==> config.mk <==
export PLATFORM = sky130hd
export DESIGN_NAME = run_list_cluster_mapper_flat
export DESIGN_NICKNAME = d
export VERILOG_FILES = /design/src/sv/rlcm_pkg.sv /design/src/sv/rlcm_if.sv /design/src/sv/run_list_cluster_mapper.sv /design/src/sv/rlcm_run_walker.sv /design/src/sv/rlcm_result_reg.sv /design/src/flat_wrapper.sv
export SDC_FILE = /design/constraint.sdc
export NUM_CORES = 1
export LEC_CHECK = 0
export BUFFER_PORTS_ARGS = -buffer_cell sky130_fd_sc_hd__buf_2
export CORE_MARGIN = 2
export CORE_UTILIZATION = 30
export DETAILED_ROUTE_END_ITERATION = 10
export PLACE_DENSITY_LB_ADDON = 0.12
export SLEW_MARGIN = 20
export SYNTH_ARGS = -nofsm -noshare
export SYNTH_HDL_FRONTEND = slang
export SYNTH_SLANG_ARGS = --single-unit
==> constraint.sdc <==
create_clock -name clk -period 15.3 [get_ports clk]
set_input_delay 0.765 -clock clk [delete_from_list [all_inputs] [get_ports clk]]
set_output_delay 0.765 -clock clk [all_outputs]
set_load 0.05 [all_outputs]
==> src/sv/rlcm_pkg.sv <==
// shared types and constants for the run list cluster mapper
package rlcm_pkg;

	localparam int LCN_W   = 64;
	localparam int BYTE_W  = 8;
	localparam int SIZE_W  = 4;
	localparam int INDEX_W = 3;

	localparam logic [SIZE_W-1:0] MAX_FIELD_BYTES = 4'd8;
	localparam logic [SIZE_W-1:0] NIBBLE_MASK     = 4'hF;

	localparam logic REQ_START = 1'b0;
	localparam logic REQ_BYTE  = 1'b1;

	typedef enum logic [3:0] {
		PH_IDLE   = 4'b0001,
		PH_HEADER = 4'b0010,
		PH_COUNT  = 4'b0100,
		PH_OFFSET = 4'b1000
	} phase_t;

	typedef enum logic [1:0] {
		ST_FOUND     = 2'd0,
		ST_NOT_FOUND = 2'd1,
		ST_MALFORMED = 2'd2
	} status_t;

	typedef struct packed {
		logic             valid;
		status_t          status;
		logic [LCN_W-1:0] lcn;
	} result_t;

endpackage

==> src/sv/rlcm_if.sv <==
// request and result channel interfaces
interface rlcm_req_if;
	logic        valid;
	logic        ready;
	logic        req_type;
	logic [63:0] target_vcn;
	logic [7:0]  run_byte;
	logic        last_byte;

	modport source (output valid, output req_type, output target_vcn, output run_byte,
		output last_byte, input ready);
	modport sink (input valid, input req_type, input target_vcn, input run_byte,
		input last_byte, output ready);
endinterface

interface rlcm_res_if;
	logic        valid;
	logic        ready;
	logic [1:0]  status;
	logic [63:0] lcn;

	modport source (output valid, output status, output lcn, input ready);
	modport sink (input valid, input status, input lcn, output ready);
endinterface

==> src/sv/run_list_cluster_mapper.sv <==
// Maps a virtual cluster number to a logical cluster number by walking a data run list
// that streams in one byte per transfer. A start transfer latches the target, and the
// answer (found, not found or malformed) appears in the result register on the cycle
// after the byte that decides it. The block takes one transfer per clock whenever the
// result register is empty or is being read, so the rate is one byte per cycle, set by
// the single pass from the walker state through the lcn add and compare into the result
// register.
module run_list_cluster_mapper #(
	parameter int CLUSTER_BITS = 64
) (
	input  logic       clk,
	input  logic       arst_n,
	rlcm_req_if.sink   req,
	rlcm_res_if.source res
);
	import rlcm_pkg::*;

	result_t result;
	logic    take;
	logic    fire;

	assign req.ready = take;
	assign fire      = req.valid && take;

	rlcm_run_walker #(
		.CLUSTER_BITS(CLUSTER_BITS)
	) u_walker (
		.clk       (clk),
		.arst_n    (arst_n),
		.fire      (fire),
		.req_type  (req.req_type),
		.target_vcn(req.target_vcn),
		.run_byte  (req.run_byte),
		.last_byte (req.last_byte),
		.result    (result)
	);

	rlcm_result_reg u_result (
		.clk   (clk),
		.arst_n(arst_n),
		.result(result),
		.take  (take),
		.res   (res)
	);

	// a new result only follows a run byte transfer
	a_rise_after_byte: assert property (@(posedge clk) disable iff (!arst_n)
		$rose(res.valid) |-> $past(req.valid && req.ready && req.req_type == REQ_BYTE))
		else $error("result appeared without a run byte transfer");

	a_lcn_zero_unless_found: assert property (@(posedge clk) disable iff (!arst_n)
		res.valid && res.status != ST_FOUND |-> res.lcn == '0)
		else $error("lcn nonzero on a not found or malformed result");

	a_lcn_in_range: assert property (@(posedge clk) disable iff (!arst_n)
		res.valid |-> (res.lcn >> CLUSTER_BITS) == '0)
		else $error("lcn exceeds the cluster width");

endmodule

==> src/sv/rlcm_run_walker.sv <==
// run list walker: header decode, field assembly, lcn update and lookup compare
module rlcm_run_walker #(
	parameter int CLUSTER_BITS = 64
) (
	input  logic                     clk,
	input  logic                     arst_n,
	input  logic                     fire,
	input  logic                     req_type,
	input  logic [63:0]              target_vcn,
	input  logic [7:0]               run_byte,
	input  logic                     last_byte,
	output rlcm_pkg::result_t        result
);
	import rlcm_pkg::*;

	phase_t                    phase_q, phase_n;
	logic [SIZE_W-1:0]         bytes_left_q, bytes_left_n;
	logic [INDEX_W-1:0]        byte_index_q, byte_index_n;
	logic [SIZE_W-1:0]         offset_size_q, offset_size_n;
	logic [CLUSTER_BITS-1:0]   count_acc_q, count_acc_n;
	logic [CLUSTER_BITS-1:0]   offset_acc_q, offset_acc_n;
	logic [CLUSTER_BITS-1:0]   running_lcn_q, running_lcn_n;
	logic [CLUSTER_BITS-1:0]   remaining_vcn_q, remaining_vcn_n;

	logic [SIZE_W-1:0]         count_size, offset_size;
	logic [63:0]               byte_sh;
	logic [CLUSTER_BITS-1:0]   count_ins, offset_ins;
	logic [CLUSTER_BITS-1:0]   cnt_src, off_src;
	logic [63:0]               off64, off_ext, low_mask;
	logic [5:0]                width_bits, sign_pos;
	logic [CLUSTER_BITS-1:0]   new_lcn, found_lcn;
	logic                      found, finish;

	assign count_size  = run_byte[3:0];
	assign offset_size = run_byte[7:4];
	assign byte_sh     = 64'(run_byte) << {byte_index_q, 3'b000};
	assign count_ins   = count_acc_q | byte_sh[CLUSTER_BITS-1:0];
	assign offset_ins  = offset_acc_q | byte_sh[CLUSTER_BITS-1:0];

	always_comb begin
		cnt_src = '0;
		off_src = '0;
		case (phase_q)
			PH_COUNT: begin
				cnt_src = count_ins;
			end
			PH_OFFSET: begin
				cnt_src = count_acc_q;
				off_src = offset_ins;
			end
			default: begin
				cnt_src = '0;
				off_src = '0;
			end
		endcase
	end

	// sign extension of a short offset field
	assign off64      = 64'(off_src);
	assign width_bits = {offset_size_q[2:0], 3'b000};
	assign sign_pos   = width_bits - 6'd1;
	assign low_mask   = (64'd1 << width_bits) - 64'd1;

	always_comb begin
		case (offset_size_q) inside
			4'd0: begin
				off_ext = '0;
			end
			[4'd1:4'd7]: begin
				off_ext = off64[sign_pos] ? (off64 | ~low_mask) : off64;
			end
			default: begin
				off_ext = off64;
			end
		endcase
	end

	assign new_lcn   = running_lcn_q + off_ext[CLUSTER_BITS-1:0];
	assign found     = remaining_vcn_q < cnt_src;
	assign found_lcn = new_lcn + remaining_vcn_q;

	always_comb begin
		phase_n         = phase_q;
		bytes_left_n    = bytes_left_q;
		byte_index_n    = byte_index_q;
		offset_size_n   = offset_size_q;
		count_acc_n     = count_acc_q;
		offset_acc_n    = offset_acc_q;
		running_lcn_n   = running_lcn_q;
		remaining_vcn_n = remaining_vcn_q;
		result          = '{valid: 1'b0, status: ST_NOT_FOUND, lcn: '0};
		finish          = 1'b0;

		if (fire) begin
			if (req_type == REQ_START) begin
				remaining_vcn_n = target_vcn[CLUSTER_BITS-1:0];
				running_lcn_n   = '0;
				count_acc_n     = '0;
				offset_acc_n    = '0;
				bytes_left_n    = '0;
				byte_index_n    = '0;
				offset_size_n   = '0;
				phase_n         = PH_HEADER;
			end else if (phase_q != PH_IDLE) begin
				case (phase_q)
					PH_HEADER: begin
						if (run_byte == '0) begin
							result  = '{valid: 1'b1, status: ST_NOT_FOUND, lcn: '0};
							phase_n = PH_IDLE;
						end else if (count_size > MAX_FIELD_BYTES ||
								offset_size > MAX_FIELD_BYTES) begin
							result  = '{valid: 1'b1, status: ST_MALFORMED, lcn: '0};
							phase_n = PH_IDLE;
						end else begin
							offset_size_n = offset_size;
							count_acc_n   = '0;
							offset_acc_n  = '0;
							byte_index_n  = '0;
							if (count_size != '0) begin
								phase_n      = PH_COUNT;
								bytes_left_n = count_size;
							end else if (offset_size != '0) begin
								phase_n      = PH_OFFSET;
								bytes_left_n = offset_size;
							end else begin
								finish = 1'b1;
							end
						end
					end
					PH_COUNT: begin
						count_acc_n  = count_ins;
						byte_index_n = byte_index_q + 3'd1;
						bytes_left_n = bytes_left_q - 4'd1;
						if (bytes_left_q == 4'd1) begin
							byte_index_n = '0;
							if (offset_size_q != '0) begin
								phase_n      = PH_OFFSET;
								bytes_left_n = offset_size_q & NIBBLE_MASK;
							end else begin
								finish = 1'b1;
							end
						end
					end
					PH_OFFSET: begin
						offset_acc_n = offset_ins;
						byte_index_n = byte_index_q + 3'd1;
						bytes_left_n = bytes_left_q - 4'd1;
						if (bytes_left_q == 4'd1) begin
							byte_index_n = '0;
							finish       = 1'b1;
						end
					end
					default: begin
						phase_n = PH_IDLE;
					end
				endcase

				if (finish) begin
					running_lcn_n = new_lcn;
					if (found) begin
						result  = '{valid: 1'b1, status: ST_FOUND, lcn: 64'(found_lcn)};
						phase_n = PH_IDLE;
					end else begin
						remaining_vcn_n = remaining_vcn_q - cnt_src;
						phase_n         = PH_HEADER;
					end
				end

				// list end without an answer
				if (last_byte && phase_n != PH_IDLE) begin
					result  = '{valid: 1'b1, status: ST_NOT_FOUND, lcn: '0};
					phase_n = PH_IDLE;
				end
			end
		end
	end

	always_ff @(posedge clk or negedge arst_n) begin
		if (!arst_n) begin
			phase_q         <= PH_IDLE;
			bytes_left_q    <= '0;
			byte_index_q    <= '0;
			offset_size_q   <= '0;
			count_acc_q     <= '0;
			offset_acc_q    <= '0;
			running_lcn_q   <= '0;
			remaining_vcn_q <= '0;
		end else begin
			phase_q         <= phase_n;
			bytes_left_q    <= bytes_left_n;
			byte_index_q    <= byte_index_n;
			offset_size_q   <= offset_size_n;
			count_acc_q     <= count_acc_n;
			offset_acc_q    <= offset_acc_n;
			running_lcn_q   <= running_lcn_n;
			remaining_vcn_q <= remaining_vcn_n;
		end
	end

endmodule

==> src/sv/rlcm_result_reg.sv <==
// result register between the walker and the result channel
module rlcm_result_reg (
	input  logic              clk,
	input  logic              arst_n,
	input  rlcm_pkg::result_t result,
	output logic              take,
	rlcm_res_if.source        res
);
	import rlcm_pkg::*;

	logic        valid_q;
	status_t     status_q;
	logic [63:0] lcn_q;

	assign take = !valid_q || res.ready;

	always_ff @(posedge clk or negedge arst_n) begin
		if (!arst_n) begin
			valid_q <= 1'b0;
		end else if (take) begin
			valid_q <= result.valid;
		end
	end

	always_ff @(posedge clk) begin
		if (take && result.valid) begin
			status_q <= result.status;
			lcn_q    <= result.lcn;
		end
	end

	assign res.valid  = valid_q;
	assign res.status = 2'(status_q);
	assign res.lcn    = lcn_q;

endmodule

==> src/flat_wrapper.sv <==
// flat-port wrapper written by rule: the top's interface ports become plain ports
module run_list_cluster_mapper_flat import rlcm_pkg::*;
#(
	parameter int CLUSTER_BITS = 64
)
  (clk, arst_n, req_valid, req_req_type, req_target_vcn, req_run_byte, req_last_byte, req_ready, res_valid, res_status, res_lcn, res_ready);
  rlcm_req_if req_i ();
  rlcm_res_if res_i ();
  input  logic clk;
  input  logic arst_n;
  input wire logic [$bits(req_i.valid)-1:0] req_valid;
  input wire logic [$bits(req_i.req_type)-1:0] req_req_type;
  input wire logic [$bits(req_i.target_vcn)-1:0] req_target_vcn;
  input wire logic [$bits(req_i.run_byte)-1:0] req_run_byte;
  input wire logic [$bits(req_i.last_byte)-1:0] req_last_byte;
  output wire logic [$bits(req_i.ready)-1:0] req_ready;
  output wire logic [$bits(res_i.valid)-1:0] res_valid;
  output wire logic [$bits(res_i.status)-1:0] res_status;
  output wire logic [$bits(res_i.lcn)-1:0] res_lcn;
  input wire logic [$bits(res_i.ready)-1:0] res_ready;
  assign req_i.valid = req_valid;
  assign req_i.req_type = req_req_type;
  assign req_i.target_vcn = req_target_vcn;
  assign req_i.run_byte = req_run_byte;
  assign req_i.last_byte = req_last_byte;
  assign req_ready = req_i.ready;
  assign res_valid = res_i.valid;
  assign res_status = res_i.status;
  assign res_lcn = res_i.lcn;
  assign res_i.ready = res_ready;
  run_list_cluster_mapper #(.CLUSTER_BITS(CLUSTER_BITS)) u_core (.clk(clk), .arst_n(arst_n), .req(req_i), .res(res_i));
endmodule
== Word level (Yosys, flattened, before mapping) ==
Cells that the tools add are included.

* Add/sub/neg operators: 7
* Multipliers: 0
* Div/mod/pow operators: 0
* Order comparisons: 6
* Equal/unequal tests: 19
* Shifts and indexed selects: 2
* Multiplexer cells: 77
* Bitwise gates (word level): 7
* Reductions and logical operators: 22

{| class="wikitable"
|+ Operators with widths
! cell !! number
|-
| $mux W64 || 17
|-
| $mux W67 || 9
|-
| $pmux W64 S2 || 3
|-
| $or A64 B64 Y64 || 3
|-
| $add A64 B64 Y64 || 2
|-
| $mux W4 || 26
|-
| $lt A64 B64 Y1 || 1
|-
| $not A64 Y64 || 1
|-
| $shl A1 B6 Y64 const A || 1
|-
| $shl A8 B6 Y64 || 1
|-
| $sub A64 B1 Y64 const B || 1
|-
| $sub A64 B64 Y64 || 1
|-
| $pmux W4 S3 || 2
|-
| $reduce_and A5 Y1 || 4
|-
| $mux W3 || 5
|-
| $ne A4 B1 Y1 const B || 3
|-
| $reduce_bool A4 Y1 || 3
|-
| $mux W1 || 11
|-
| $gt A4 B4 Y1 const B || 2
|-
| $logic_not A8 Y1 || 1
|-
| $lt A6 B7 Y1 const B || 1
|-
| $bmux W1 S6 || 1
|-
| $ne A2 B1 Y1 const B || 3
|-
| $ne A2 B2 Y1 const B || 3
|-
| other kinds (27) || 35
|}

* Bits in registers: 338
* Bits in latches: 0
* Bits in writable memories: 0
* ROM bits: 0
* Bits of input ports: 78
* Output and inout port bits: 68
* Logic and storage cells: 151
* Memories: 0

== Depth between registers and ports, before layout ==
Gate-level depths: netlist of the first run.

* Word-level depth: 20
* Gate-level depth with buffers: 39
* Gate-level depth less buffers: 36

== By module ==
Synthesis of the first run repeated with hierarchy kept, for this count alone.

* Cells, all modules: 3,212
* Area total of the unflattened synthesis: 26,345.3 µm²

{| class="wikitable"
|+ By module, submodules not included
! module !! times used !! cells each !! area each (µm²) !! sequential area each (µm²)
|-
| rlcm_run_walker || 1 || 3,141 || 24,303.3 || 6,782.8
|-
| rlcm_result_reg || 1 || 70 || 2,035.7 || 2,006.9
|-
| run_list_cluster_mapper || 1 || 1 || 6.3 || 0.0
|}

== Worst setup path before layout of the first run ==
OpenSTA, ideal clock, no wires.

* Kind: in2reg
* From: input req_run_byte[7]
* To: register u_core.u_result.lcn_q[57], in the netlist u_core.u_result.res.lcn[57], data pin
* Setup time: 266 ps
* Arrival: 7,100 ps
* Required time: 15,034 ps
* Path slack: 7,934 ps
* Stages: 35
* Path buffers: 2
* Cell sequence: nand2_1 > nor3_1 > nor2_1 > a211oi_1 > a21oi_1 > o22ai_1 > nand2_1 > or2_2 > clkbuf_1 > a21oi_1 > ha_1 > inv_1 > fa_1 > nor2b_1 > o31a_1 > o21ai_1 > o41ai_2 > a21oi_1 > o21bai_1 > a21o_1 > a21oi_1 > xnor2_1 > ha_1 > clkbuf_1 > nand4_1 > or3_1 > a2111oi_2 > nor2_1 > o41ai_4 > nand3_1 > a31o_2 > nor2_2 > a21oi_1 > xor2_1 > nor2_1

* Word-level cells in the longest chain between the ends: 16
* Elaborated cells between the ends (all ways): 43
* Those cells by class: 2 x add/sub; 2 x order compare; 1 x eq/ne; 1 x shift; 29 x mux; 3 x bitwise; 5 x reduce/logical

{| class="wikitable"
|+ Ends and longest elaborated chain
! element !! RTL line !! text
|-
| from (decl) || flat_wrapper.sv:14 || <nowiki>input wire logic [$bits(req_i.run_byte)-1:0] req_run_byte;</nowiki>
|-
| branches (longest 16 deep; another with $add A64 B64 Y64) || n/a ||
|-
| to (signal assigned) || rlcm_result_reg.sv:28 || <nowiki>lcn_q <= result.lcn;</nowiki>
|-
| to (decl) || rlcm_result_reg.sv:13 || <nowiki>logic [63:0] lcn_q;</nowiki>
|}

Parallel ways; which one is timed is not known. The select of a mux whose other input is x is not followed.
A chain may end at the register's enable or synchronous reset.

== Worst setup path after layout of the first run ==
* From: register u_core.u_walker.byte_index_q[1]
* To: register u_core.u_result.lcn_q[61], in the netlist u_core.u_result.res.lcn[61], data pin

* Word-level cells in the longest chain between the ends: 12
* Elaborated cells between the ends (all ways): 24
* Those cells by class: 2 x add/sub; 1 x order compare; 1 x eq/ne; 1 x shift; 14 x mux; 3 x bitwise; 2 x reduce/logical

{| class="wikitable"
|+ Ends and longest elaborated chain
! element !! RTL line !! text
|-
| from (decl) || rlcm_run_walker.sv:18 || <nowiki>logic [INDEX_W-1:0] byte_index_q, byte_index_n;</nowiki>
|-
| from (signal assigned) || rlcm_run_walker.sv:191 || <nowiki>byte_index_q <= byte_index_n;</nowiki>
|-
| $shl A8 B6 Y64 * || rlcm_run_walker.sv:36 || <nowiki>assign byte_sh = 64'(run_byte) << {byte_index_q, 3'b000};</nowiki>
|-
| $or A64 B64 Y64, on equally long branches || rlcm_run_walker.sv:38, rlcm_run_walker.sv:37 ||
|-
| $mux W64 / $pmux W64 S2 (equally long branches) || rlcm_run_walker.sv:43 || <nowiki>case (phase_q)</nowiki>
|-
| $bmux W1 S6 / $lt A64 B64 Y1 (equally long branches) || rlcm_run_walker.sv:70, rlcm_run_walker.sv:79 ||
|-
| $mux W1 (implied by the code) / $mux W2 (equally long branches) || rlcm_run_walker.sv:70, rlcm_run_walker.sv:160 ||
|-
| $mux W64 / $mux W4 (equally long branches) || rlcm_run_walker.sv:70, rlcm_run_walker.sv:158 ||
|-
| $mux W64 / $mux W4 (equally long branches) || rlcm_run_walker.sv:65, rlcm_run_walker.sv:104 ||
|-
| $mux W64 / $mux W4 (equally long branches) || rlcm_run_walker.sv:65, rlcm_run_walker.sv:95 ||
|-
| $add A64 B64 Y64 / $mux W4 (equally long branches) || rlcm_run_walker.sv:78, rlcm_run_walker.sv:94 ||
|-
| $add A64 B64 Y64 / $ne A4 B1 Y1 (equally long branches) || rlcm_run_walker.sv:80, rlcm_run_walker.sv:170 ||
|-
| $mux W67 / $logic_and A1 B1 Y1 (equally long branches) || rlcm_run_walker.sv:160, rlcm_run_walker.sv:170 ||
|-
| $mux W67 / $reduce_or A4 Y1 (equally long branches) || n/a ||
|}

Mark *: on every way between the ends. The rest lies on a longest branch, timed or not. The select of a mux whose other input is x is not followed.

==> flow_metrics.tcl, run 1 <==
set metrics [dict create \
    fillers 9181 \
    ir_drop_mv 0.07258 \
    reg2reg_to "u_core.u_result.res.lcn[61]" \
    ys.flop_type "dfrtp_1" \
    dp_hpwl_um 74730 \
    powerDensity_nw_per_um2 146.3 \
    routabilityCongestion 0.9528 \
    post_cts_resized 0 \
    drtAntennaViolNets 0 \
    yosysTopAreaCell "dfrtp_1" \
    fp.coreArea_sq_um 86480 \
    grt_use_met1_pct 31.42 \
    cts_made_buffers 47 \
    hold_viol 0 \
    detail_route.wl_per_cell_um 23.00 \
    start_util_pct 30.14 \
    slew_viol_final 0 \
    num_io_pins 146 \
    syn-num-nets 3444 \
    fmax_mhz 108.7 \
    drive_gt1_share_pct 9.737 \
    required_ns 15.63 \
    worstSetupPathType "reg -> reg" \
    ys_ff_latch 338 \
    vias 24128 \
    initialDrtViolationCount 2059 \
    met2_usage_pct 35.09 \
    status "finished, final reports clean" \
    grt_usage_pct 22.06 \
    die_h_um 298.8 \
    critical_path.slowest_cell "o41ai_2" \
    port_buffers 145 \
    setup_viol 0 \
    critical-path-top-delay-family "compound AO/OA/AOI/OAI gates" \
    synth_edf_count 66 \
    grt_use_met3_pct 2.930 \
    crit_fanout 16 \
    clock_latency_ns 0.62 \
    rows 108 \
    dieWidth_um 298.8 \
    synth.avg_cell_area_sq_um 8.256 \
    antenna_found_initial 2 \
    fin_util_pct 34.13 \
    dr.pass1.iters 5 \
    synth-async-reset-ratio_pct 80.47 \
    first_global_vias 23814 \
    cp_common_cell "a21oi_1" \
    skew_ns 0.03135 \
    cts-root-buf "clkbuf_16" \
    tns_ns 0 \
    r2r_cells 33 \
    slew-limit-headroom_pct 21.93 \
    postCtsSetupRepairBufs 0 \
    start_kind "register" \
    cts_buffer_depth 3 \
    cts_hold_buf 0 \
    drc_errors 0 \
    synth.distinct_cells 92 \
    worst_pin_slew_ns 1.159 \
    synth_top_area_share_pct 26.02 \
    route.detailed.vias_per_inst 5.495 \
    slowest_delay_ns 0.67 \
    regToRegSetupSlack_ns 6.10 \
    rsz0062_at_grt "no" \
    top_usage_layer "met2" \
    routed_wl_um 101000 \
    cts.sinks 338 \
    die-area_sq_um 89250 \
    areaGrowthSynthToFinish_pct 13.26 \
    worstPathBufferInverterCount 1 \
    ys_warn_count 0 \
    maxCapViolations 0 \
    htree_num_levels 2 \
    yosysSeqAreaShare_pct 33.72 \
    ys_top_cells_by_area "dfrtp_1 (26%), ha_1 (9.9%), a21oi_1 (8.5%)" \
    min_period_ns 9.202 \
    clkTransAtPathRegs_ns 0.06 \
    synthCells 3157 \
    crit_start "u_core.u_walker.byte_index_q[1]" \
    worstReg2RegStart "u_core.u_walker.byte_index_q[1]" \
    synth_area_sq_um 26060 \
    end_kind "register" \
    nets 3483 \
    hold_class "in -> async" \
    crit_arrival_ns 9.53 \
    grt_first_pass_wirelength_um 151800 \
    overflow 0 \
    leakage_nw 13.53 \
    grt_max_degree 94 \
    cts_tree "built" \
    finalCritPeriodShare_pct 60.15 \
]
==> logic make-up after synthesis <==
group                      share of synthesized area (%)
AOI/OAI and AO/OA                                  27.37
and+or+nand+nor                                    16.98
DFF                                                33.72
buffers and inverters                              3.807
adders and majority gates                          10.12
xor gates and xnor gates                           6.145
muxes                                              1.853
==> through the flow <==
stage | power [mW] | setup WS (ns) | cells | hold WS (ns) | instance area, sq um
after floorplan | 2.506 | 7.934 | 3157 | 0.4538 | 26060
after global placement | 3.101 | 6.069 | 4301 | 0.4705 | 27810
after detailed placement | 3.110 | 5.871 | 4301 | 0.4752 | 27810
after CTS | 4.335 | 6.161 | 4389 | 0.2422 | 29480
after global routing | 4.585 | 5.358 | 4390 | 0.2325 | 29520
final | 4.320 | 6.098 | 4391 | 0.1626 | 29520
==> cell type report <==
class	instances	area (sq um)	share of cell area, %
multi-input combinational	2566	16370	55.45
sequential	338	8790	29.77
tap	1155	1445	4.895
clock buffer	61	1374	4.654
timing repair buffer	177	998.5	3.382
clock inverter	27	295.3	1.000
inverter	66	247.7	0.8392
antenna	1	2.502	0.008477
==> synth_stat cells, types with 39 or more instances <==
library cell and instances:
clkbuf_1 154, nor3_1 39, mux2i_1 46, ha_1 206, xor2_1 78, xnor2_1 103
o21ai_1 72, a22o_1 60, nand2_1 263, and3_1 65, nor2_1 351, a21o_1 123
edfxtp_1 66, inv_1 64, and2_1 59, nand4_1 46, a21oi_1 443, dfrtp_1 271
o21ai_0 241
==> routing by layer <==
| layer | vias to the layer above | wire length [um] |
|---|---|---|
| li1 | 11502 | - |
| met1 | 11839 | 48440 |
| met2 | 655 | 45340 |
| met3 | 132 | 4618 |
| met4 | 0 | 2611 |
| met5 | - | 0 |
==> worst max path at each step <==
stage	to	slack [ns]	depth (start not counted)
after detailed placement	u_core.u_result.res.lcn[61]	5.87	34
after CTS	u_core.u_result.res.lcn[61]	6.16	33
after floorplan	u_core.u_result.res.lcn[57]	7.93	35
after global placement	u_core.u_result.res.lcn[57]	6.07	34
final	u_core.u_result.res.lcn[61]	6.10	33
after global routing	u_core.u_result.res.lcn[61]	5.36	33
==> layout by cell type (no fill, tap or decap), drive strengths merged, types with 8 or more instances in the layout <==
master / count
o21ai: 313
and2: 59
and3: 65
o31ai: 18
a31oi: 26
nor2b: 21
nand4: 46
ha: 206
nor3: 40
or3: 11
a211oi: 21
mux2i: 46
xor2: 78
clkbuf: 61
a21oi: 444
edfxtp: 66
nand2b: 21
nor4: 9
buf: 177
nor2: 352
a21o: 125
inv: 69
dfrtp: 271
a22o: 60
xnor2: 104
a41oi: 8
nand2: 264
o211ai: 10
o21a: 29
o21bai: 38
nand3: 39
clkinv: 13
==> worst reg2reg max path: cells and delay by family (launching register included) <==
family,cells,cell delay [ns]
simple gates,12,3.04
compound gates,15,3.83
xor+xnor,2,0.29
fa+ha+maj,3,1.10
buf+inv,1,0.07
flops,1,0.59
==> where the power goes <==
part	internal [mW]	leakage (nW)	total, mW	switching [mW]
registers	1.02	4.28	1.19	0.167
logic	0.711	8.44	1.94	1.23
clock network	0.721	0.818	1.20	0.475
==> state kept, by name, indices dropped and copies added (netlist names), 3 cells and up <==
name                             cells
u_core.u_walker.running_lcn_q       64
u_core.u_walker.bytes_left_q         4
u_core.u_walker.phase_q              4
u_core.u_walker.remaining_vcn_q     64
u_core.u_result.res.lcn             64
u_core.u_walker.byte_index_q         3
u_core.u_walker.offset_size_q        4
u_core.u_walker.count_acc_q         64
u_core.u_walker.offset_acc_q        64
(Power assumes the default switching activity.)
==> run 2: changes to the inputs <==
Settings changed: ABC_AREA set to 1.
Clock period 15.3 ns to 7.6 ns, I/O delays scaled along.
==> run 2 against run 1 <==
Net effect:
- critical path depth is 1 lower
- sequential cell count stayed put
- register-to-register slack worse by 5.5 ns
- fmax is 32% higher
- sequential power is 110% higher
- area after synthesis is 13% higher
- core utilization is 0.16 points higher
- first-iteration DRC count is 16% higher
- combinational power grew to 2.5 times the previous value
- worst setup slack worse by 5.5 ns
- clock power is 100% higher
- highest routed layer unchanged
==> flow_metrics.tcl, run 2 <==
set metrics [dict create \
    cts_buffer_depth 3 \
    cts.sinks 338 \
    start_kind "register" \
    synthCells 4313 \
    maxCapViolations 0 \
    num_io_pins 146 \
    ys.flop_type "dfrtp_1" \
    final_common_cell "nand2_1" \
    yosysSeqAreaShare_pct 29.96 \
    regToRegSetupSlack_ns 0.64 \
    cts_tree "built" \
    yosysTopAreaCell "dfrtp_1" \
    setup_viol 0 \
    worstPathBufferInverterCount 3 \
    holdWs_ns 0.04014 \
    ys_top_cells_by_area "dfrtp_1 (23%), nand2_1 (9.9%), a21oi_1 (9.0%)" \
    grt_max_degree 153 \
    ir_drop_mv 0.1529 \
    synth_common_cells "nand2_1 (770), inv_1 (607), a21oi_1 (525)" \
    cp_common_cell "a21oi_1" \
    initialDrtViolationCount 2398 \
    synth-async-reset-ratio_pct 80.47 \
    fmax_mhz 143.8 \
    synth_area_sq_um 29340 \
    worstSetupPathType "reg -> reg" \
    rows 114 \
    crit_fanout 16 \
    overflow 0 \
    dr.pass1.iters 5 \
    diodes 0 \
    leakage_nw 14.75 \
    skew_ns 0.02568 \
    detail_route.wl_per_cell_um 21.51 \
    finalCritPeriodShare_pct 91.52 \
    drc_errors 0 \
    worst_pin_slew_ns 1.048 \
    critical-path-top-delay-family "compound AO/OA/AOI/OAI gates" \
    status "finished, final reports clean" \
    ys_ff_latch 338 \
    grt_first_pass_wirelength_um 182100 \
    grt_usage_pct 24.24 \
    die_h_um 316.7 \
    clock_latency_ns 0.62 \
    synth.distinct_cells 68 \
    die-area_sq_um 100300 \
    slew-limit-headroom_pct 30.11 \
    rsz0062_at_grt "no" \
    end_kind "register" \
    critical_path.slowest_cell "dfrtp_1" \
    areaGrowthSynthToFinish_pct 13.22 \
    slew_viol_final 0 \
    required_ns 7.94 \
    hold_class "in -> reg" \
    htree_num_levels 2 \
    routed_wl_um 123300 \
    yosysMostFrequentCell "nand2_1" \
    nets 4705 \
    powerDensity_nw_per_um2 298.3 \
    antenna_found_initial 6 \
    min_period_ns 6.956 \
    final_cell_mix "nand2_1 (769), inv_1 (603), a21oi_1 (523)" \
    crit_arrival_ns 7.29 \
    fp.coreArea_sq_um 96850 \
    first_global_vias 28909 \
    synth_top_area_share_pct 23.12 \
    hold_viol 0 \
    synth_edf_count 66 \
    slowest_delay_ns 0.57 \
    route.detailed.vias_per_inst 5.172 \
    cts_made_buffers 48 \
    start_util_pct 30.29 \
    drtAntennaViolNets 0 \
    clkTransAtPathRegs_ns 0.06 \
    cts-root-buf "clkbuf_16" \
    synth.avg_cell_area_sq_um 6.802 \
    ys_warn_count 0 \
    routabilityCongestion 0.9315 \
    drive_gt1_share_pct 7.427 \
    dieWidth_um 316.7 \
    vias 29653 \
    syn-num-nets 4600 \
    p_total_mw 9.908 \
    port_buffers 145 \
    dp_hpwl_um 99650 \
    tns_ns 0 \
]
-- run 2: cells by family (layout without fill, tap and decap cells) --
kind of cell	Yosys count	count (layout)	share of synthesized area (%)
AO/OA/AOI/OAI	1184	1184	22.71
adder cells (fa/ha/maj)	209	209	8.991
AND/OR/NAND/NOR	1713	1713	24.85
flip-flops	338	338	29.96
buffers and inverters	751	895	9.959
multiplexers	1	1	0.03412
XOR/XNOR	117	117	3.493
-- run 2: through the flow --
| step | cells | util (%) | setup WS, ns | instance area [sq um] |
|---|---|---|---|---|
| 3_5_place_dp | 5639 | 32.47 | 0.1540 | 31440 |
| 6_report | 5733 | 34.29 | 0.6443 | 33210 |
| 3_3_place_gp | 5639 | 32.47 | 0.2020 | 31440 |
| 5_1_grt | 5733 | 34.29 | 0.05073 | 33210 |
| 2_1_floorplan | 4313 | - | 2.395 | 29340 |
| 4_1_cts | 5733 | 34.26 | 0.1406 | 33190 |
-- run 2: metal layers --
layer	track usage (%)	wire, um	vias up
met4	6.121	3034	0
met3	2.393	6002	135
met1	35.28	60320	14033
met2	38.30	53940	807
met5	0	0	-
li1	-	-	14678
-- run 2: worst min-delay path: cells and delay by family --
kind,cells,cell delay (ns)
compound gates,2,0.15
buf+inv,1,0.08
-- run 2: final cells by class --
class	count	area (sq um)
clock inverter	21	251.5
multi-input combinational	3224	17690
sequential	338	8791
inverter	617	2321
clock buffer	68	1441
tap	1276	1597
timing repair buffer	189	1122
fill	10647	63640
-- run 2: power breakdown --
group	internal, mW	leakage [nW]	switching [mW]
clock	1.49	0.832	0.960
sequential	2.02	4.32	0.500
combinational	1.58	9.60	3.36
total	5.09	14.7	4.82
-- run 2: path summary, 6_finish.rpt --
kind                                                        start                                   to  cells past startpoint
worst max-delay path              u_core.u_walker.byte_index_q[2]          u_core.u_result.res.lcn[46]                     32
worst min-delay path                           req_target_vcn[55]  u_core.u_walker.remaining_vcn_q[55]                      3
min in group asynchronous                                  arst_n  u_core.u_walker.remaining_vcn_q[55]                      2
max in group asynchronous                                  arst_n     u_core.u_walker.running_lcn_q[9]                      3
worst min register to register  u_core.u_walker.running_lcn_q[61]    u_core.u_walker.running_lcn_q[61]                      2
worst max register to register    u_core.u_walker.byte_index_q[2]          u_core.u_result.res.lcn[46]                     32
-- run 2: what timing repair did --
item | in CTS | in global routing
setup buffers | 0 | 0
endpoints found under the setup margin | 0 | 15
hold endpoints to repair | 75 | 0
hold buffers | 5 | 0
resized for setup | 0 | 7
